--- src/design/indexed_binary_heap_queue_defines.svh ---
// ----------------------------------------------------------------------------
// Assertion macros for the indexed binary heap queue
// Shared concurrent assertion forms, clocked and reset-qualified.
// ----------------------------------------------------------------------------
`ifndef INDEXED_BINARY_HEAP_QUEUE_DEFINES_SVH
`define INDEXED_BINARY_HEAP_QUEUE_DEFINES_SVH

// same-cycle implication
`define IBHQ_ASSERT_NOW(lbl, clk, rst, ante, cons, msg) \
   lbl: assert property (@(posedge clk) disable iff (rst) (ante) |-> (cons)) else $error(msg);

// next-cycle implication
`define IBHQ_ASSERT_NEXT(lbl, clk, rst, ante, cons, msg) \
   lbl: assert property (@(posedge clk) disable iff (rst) (ante) |=> (cons)) else $error(msg);

`endif

--- src/design/ibhq_ram.sv ---
// ----------------------------------------------------------------------------
// ibhq_ram
// Generic one-write one-read RAM, registered read data.
// ----------------------------------------------------------------------------
module ibhq_ram #(
   parameter int WIDTH = 8,
   parameter int DEPTH = 16
) (
   input  logic                     clock,
   input  logic                     wr_en,
   input  logic [$clog2(DEPTH)-1:0] wr_addr,
   input  logic [WIDTH-1:0]         wr_data,
   input  logic [$clog2(DEPTH)-1:0] rd_addr,
   output logic [WIDTH-1:0]         rd_data
);

   logic [WIDTH-1:0] mem_ff [DEPTH];
   logic [WIDTH-1:0] rd_data_ff;

   always_ff @(posedge clock) begin
      if (wr_en) begin
         mem_ff[wr_addr] <= wr_data;
      end
      rd_data_ff <= mem_ff[rd_addr];
   end

   assign rd_data = rd_data_ff;

endmodule

--- config.mk ---
export PLATFORM = sky130hd
export DESIGN_NAME = ibhq_ram
export DESIGN_NICKNAME = d
export VERILOG_FILES = /design/src/design/indexed_binary_heap_queue_defines.svh /design/src/design/ibhq_ram.sv
export SDC_FILE = /design/constraint.sdc
export NUM_CORES = 1
export LEC_CHECK = 0
export BUFFER_PORTS_ARGS = -buffer_cell sky130_fd_sc_hd__buf_4
export CORE_ASPECT_RATIO = 1.4
export CORE_UTILIZATION = 60
export CTS_CLUSTER_SIZE = 40
export DETAILED_ROUTE_END_ITERATION = 12
export PLACE_DENSITY = 0.76
export SYNTH_ARGS = -nofsm -noshare
export SYNTH_HDL_FRONTEND = slang
export SYNTH_SLANG_ARGS = --single-unit
export TNS_END_PERCENT = 10
--- constraint.sdc ---
create_clock -name clock -period 3.4 [get_ports clock]
set_clock_uncertainty 0.05 [all_clocks]
set_input_delay 0.51 -clock clock [delete_from_list [all_inputs] [get_ports clock]]
set_output_delay 0.51 -clock clock [all_outputs]
set_load 0.005 [all_outputs]
* Word-level counts from Yosys, hierarchy flattened *
Memories as Yosys holds them, arrays and structs flattened. A register that Yosys moved wholly into a read port is not among the register bits.
Index checks and enable logic that the tools add are counted.
Widths: inputs -> output; s select.

word-level totals
  logic and storage cells = 3
  input port bits = 18
  register bits after elaboration = 0
  RAM bits = 128
  output and inout bits = 8
  memories = 1

cells by class
  multiplexer cells = 2

memories
  memory  depth  width  read ports  clocked after memory_dff  wr ports  RTL line        source
  mem_ff  16     8      1           1                         1         ibhq_ram.sv:17  logic [WIDTH-1:0] mem_ff [DEPTH];

operators by type and width
  kind    number
  $mux 1  2

* Longest topological paths before layout *
  word-level depth = 2
  mapped depth = 5
  gate-level depth less buffers = 3

* Worst setup path before layout *
Ideal clock, no wire load.

  path type = input-to-reg
  start = input wr_addr[2]
  end = memory mem_ff[0][0], enable pin
  required time = 2967 ps
  library setup time = 383 ps
  data arrival time = 1620 ps
  path buffers = 0
  cell stages on the path = 2
  slack = 1347 ps
  path through = or3b_2 -> nor3_1

RTL lines
  element      RTL line        source
  from (decl)  ibhq_ram.sv:11  input logic [$clog2(DEPTH)-1:0] wr_addr,
  to (decl)    ibhq_ram.sv:17

No word-level cell before the write port.

==> flow_summary.toml <==
[placed_design]
dp_hpwl_um = 6100
io_buffers = 25
gp_congestion = 0.740

[sta]
finalHoldViolCount = 0
fin_tns_setup_ns = 0
fin_crit_sh_pct = 52.9
slew_violations = 0
hold_ws_ns = 0.371
setup_viol = 0
rsz0062_at_grt = "false"
final.min_clock_period_ns = 1.80
worstMarginPinSlew_ns = 0.889
fmax_ghz = 0.556
relSlewSlack_pct = 40.5

[cells_and_area]
drive_above_1_share_pct = 27.5
multi_input_area_um2 = 1060
fin_nets = 285
diodes = 0
ff_latch_area_um2 = 4000
fillCellCount = 488
syn2layout_area_growth_pct = 16.4
postLayoutCoreUtil_pct = 72.7

[setup_path]
critical_path_class = "in -> reg"
r2r_end = "rd_data[7]"
r2r_cells = 3
path_max_fanout = 32
reg2reg_slack_ns = 1.98
r2r_start = "mem_ff[3][7]"
endpoint_kind = "flop"
cp.required_ns = 3.63
arrival_ns = 2.03
startpoint_type = "input port"

[power]
p_leak_nw = 2.02
power_per_cell_area_nw_per_um2 = 640
p_total_mw = 3.83
irDropWorstVdd_v = 0.000478

[grt]
gr-total-overflow = 0
grt_pass1_wl_um = 14400
grt_pass1_vias = 2423
antenna_found_initial = 0
grt.total_usage_pct = 24.5
grt_max_degree = 33

[synthesis]
ys_types = 19
syn-cell-area_um2 = 5150
synth_top_cells_by_count = "edfxtp_1 (128), mux4_2 (18), a22oi_1 (16), mux4_1 (14), nor2_1 (13)"
yosys_warnings = 0
synth_top_area_share_pct = 74.7
synth_ff_type = "edfxtp_1"
ys_seq_area_share_pct = 77.8
netlist_instances = 229
synth_area_leaders = "edfxtp_1 (75%), mux4_2 (7.9%), mux4_1 (7.1%), dfxtp_1 (3.1%), a22oi_1 (2.3%)"
synth_nets = 247
synth_top_cell_by_area = "edfxtp_1"
synth_most_common_cell = "edfxtp_1"
avgSynthCellArea_um2 = 22.5
ys_seq_elements = 136
synth_edf_count = 128
async_flop_share_pct = 0

[clock_tree]
cts_setup_buffers = 0
clock_latency_ns = 0.41
cts_tree = "done"
clkTransAtPathRegs_ns = 0.06
cts-htree-levels = 4
cts-buffers-inserted = 17
cts_buffer_depth = 2
clock-sinks = 136
hold_buffers = 0
cts_root_buf = "clkbuf_16"
cts_resized = 0

[min_path]
min_from = "wr_data[5]"
worstHoldPathType = "in -> reg"
holdPathStages = 1
worst_hold_path.endpoint = "mem_ff[3][5]"

[route]
drc_errors = 0
vias = 2408
drt_wl_total_um = 9550
ant_nets = 0
first_pass_iters = 5
wire_per_inst_um = 25.0
viasPerCell = 6.30
drtIter0Drc = 221

[die]
die_h_um = 112
design.core.area_um2 = 8250
pin_count = 26
die_w_um = 80.3
rows = 39
start_util_pct = 62.4
die-area_um2 = 8960

[run_status]
run_status = "completed"

[run]
cap_viol_max_count = 0
metrics by stage:
stage	setup WS [ns]	std cells	instance area, um^2
2_1_floorplan	1.35	229	5150
3_3_place_gp	1.17	350	5410
3_5_place_dp	1.18	350	5410
4_1_cts	1.59	382	5990
5_1_grt	1.53	382	5990
6_report	1.60	382	5990
sequential cells by signal, indices dropped and copies added (netlist names):
register and flops:
mem_ff 128, rd_data 8
routing by layer:
| metal | track usage [%] | routed length, um |
|---|---|---|
| met2 | 40.6 | 5130 |
| met4 | 9.52 | 195 |
| met1 | 31.8 | 3720 |
| met5 | 0 | 0 |
| met3 | 5.57 | 511 |
worst max-delay path, stage by stage:
cell and delay [ns]:
buf_4 0.49, mux4_1 0.62, a22oi_1 0.30, nand2_1 0.10
cell families after synthesis:
family                 count (synthesis)  share of synthesized area, %
AO/OA/AOI/OAI                         16                          2.33
multiplexers                          32                          15.0
flip-flops                           136                          77.8
AND/OR/NAND/NOR                       35                          3.18
buffers and inverters                 10                          1.68
layout make-up:
class / instances / area share, %
flip-flops and latches: 136 / 66.8
clock inverters: 8 / 1.59
well taps: 102 / 2.13
repair buffers: 29 / 3.63
multi-input cells: 83 / 17.6
clock buffers: 24 / 8.20
power breakdown:
| group | total (mW) | switching [mW] | internal (mW) |
|---|---|---|---|
| Clock | 1.77 | 0.618 | 1.15 |
| Combinational | 0.176 | 0.0978 | 0.0786 |
| Sequential | 1.89 | 0.0127 | 1.88 |
| Total | 3.83 | 0.728 | 3.11 |
cell usage in the layout, fill, tap and decap left out, drive strengths merged:
cell and instances:
a22oi 16, and2 1, and2b 1, buf 29
bufinv 2, clkbuf 24, clkinv 4, clkinvlp 2
dfxtp 8, edfxtp 128, mux4 32, nand2 9
nand2b 2, nand3 1, nand3b 2, nor2 13
nor2b 1, nor3 4, or3b 1
worst max-delay path by stage:
| stage | slack (ns) | cells past startpoint | startpoint | to |
|---|---|---|---|---|
| 6_report | 1.60 | 4 | rd_addr[0] | rd_data[2] |
| 3_3_place_gp | 1.17 | 4 | rd_addr[0] | rd_data[4] |
| 4_1_cts | 1.59 | 4 | rd_addr[0] | rd_data[2] |
| 5_1_grt | 1.53 | 4 | rd_addr[0] | rd_data[2] |
| 3_5_place_dp | 1.18 | 4 | rd_addr[0] | rd_data[2] |
| 2_1_floorplan | 1.35 | 2 | wr_addr[2] | mem_ff[0][0] |
No activity file was read; power rests on OpenSTA's default activity.
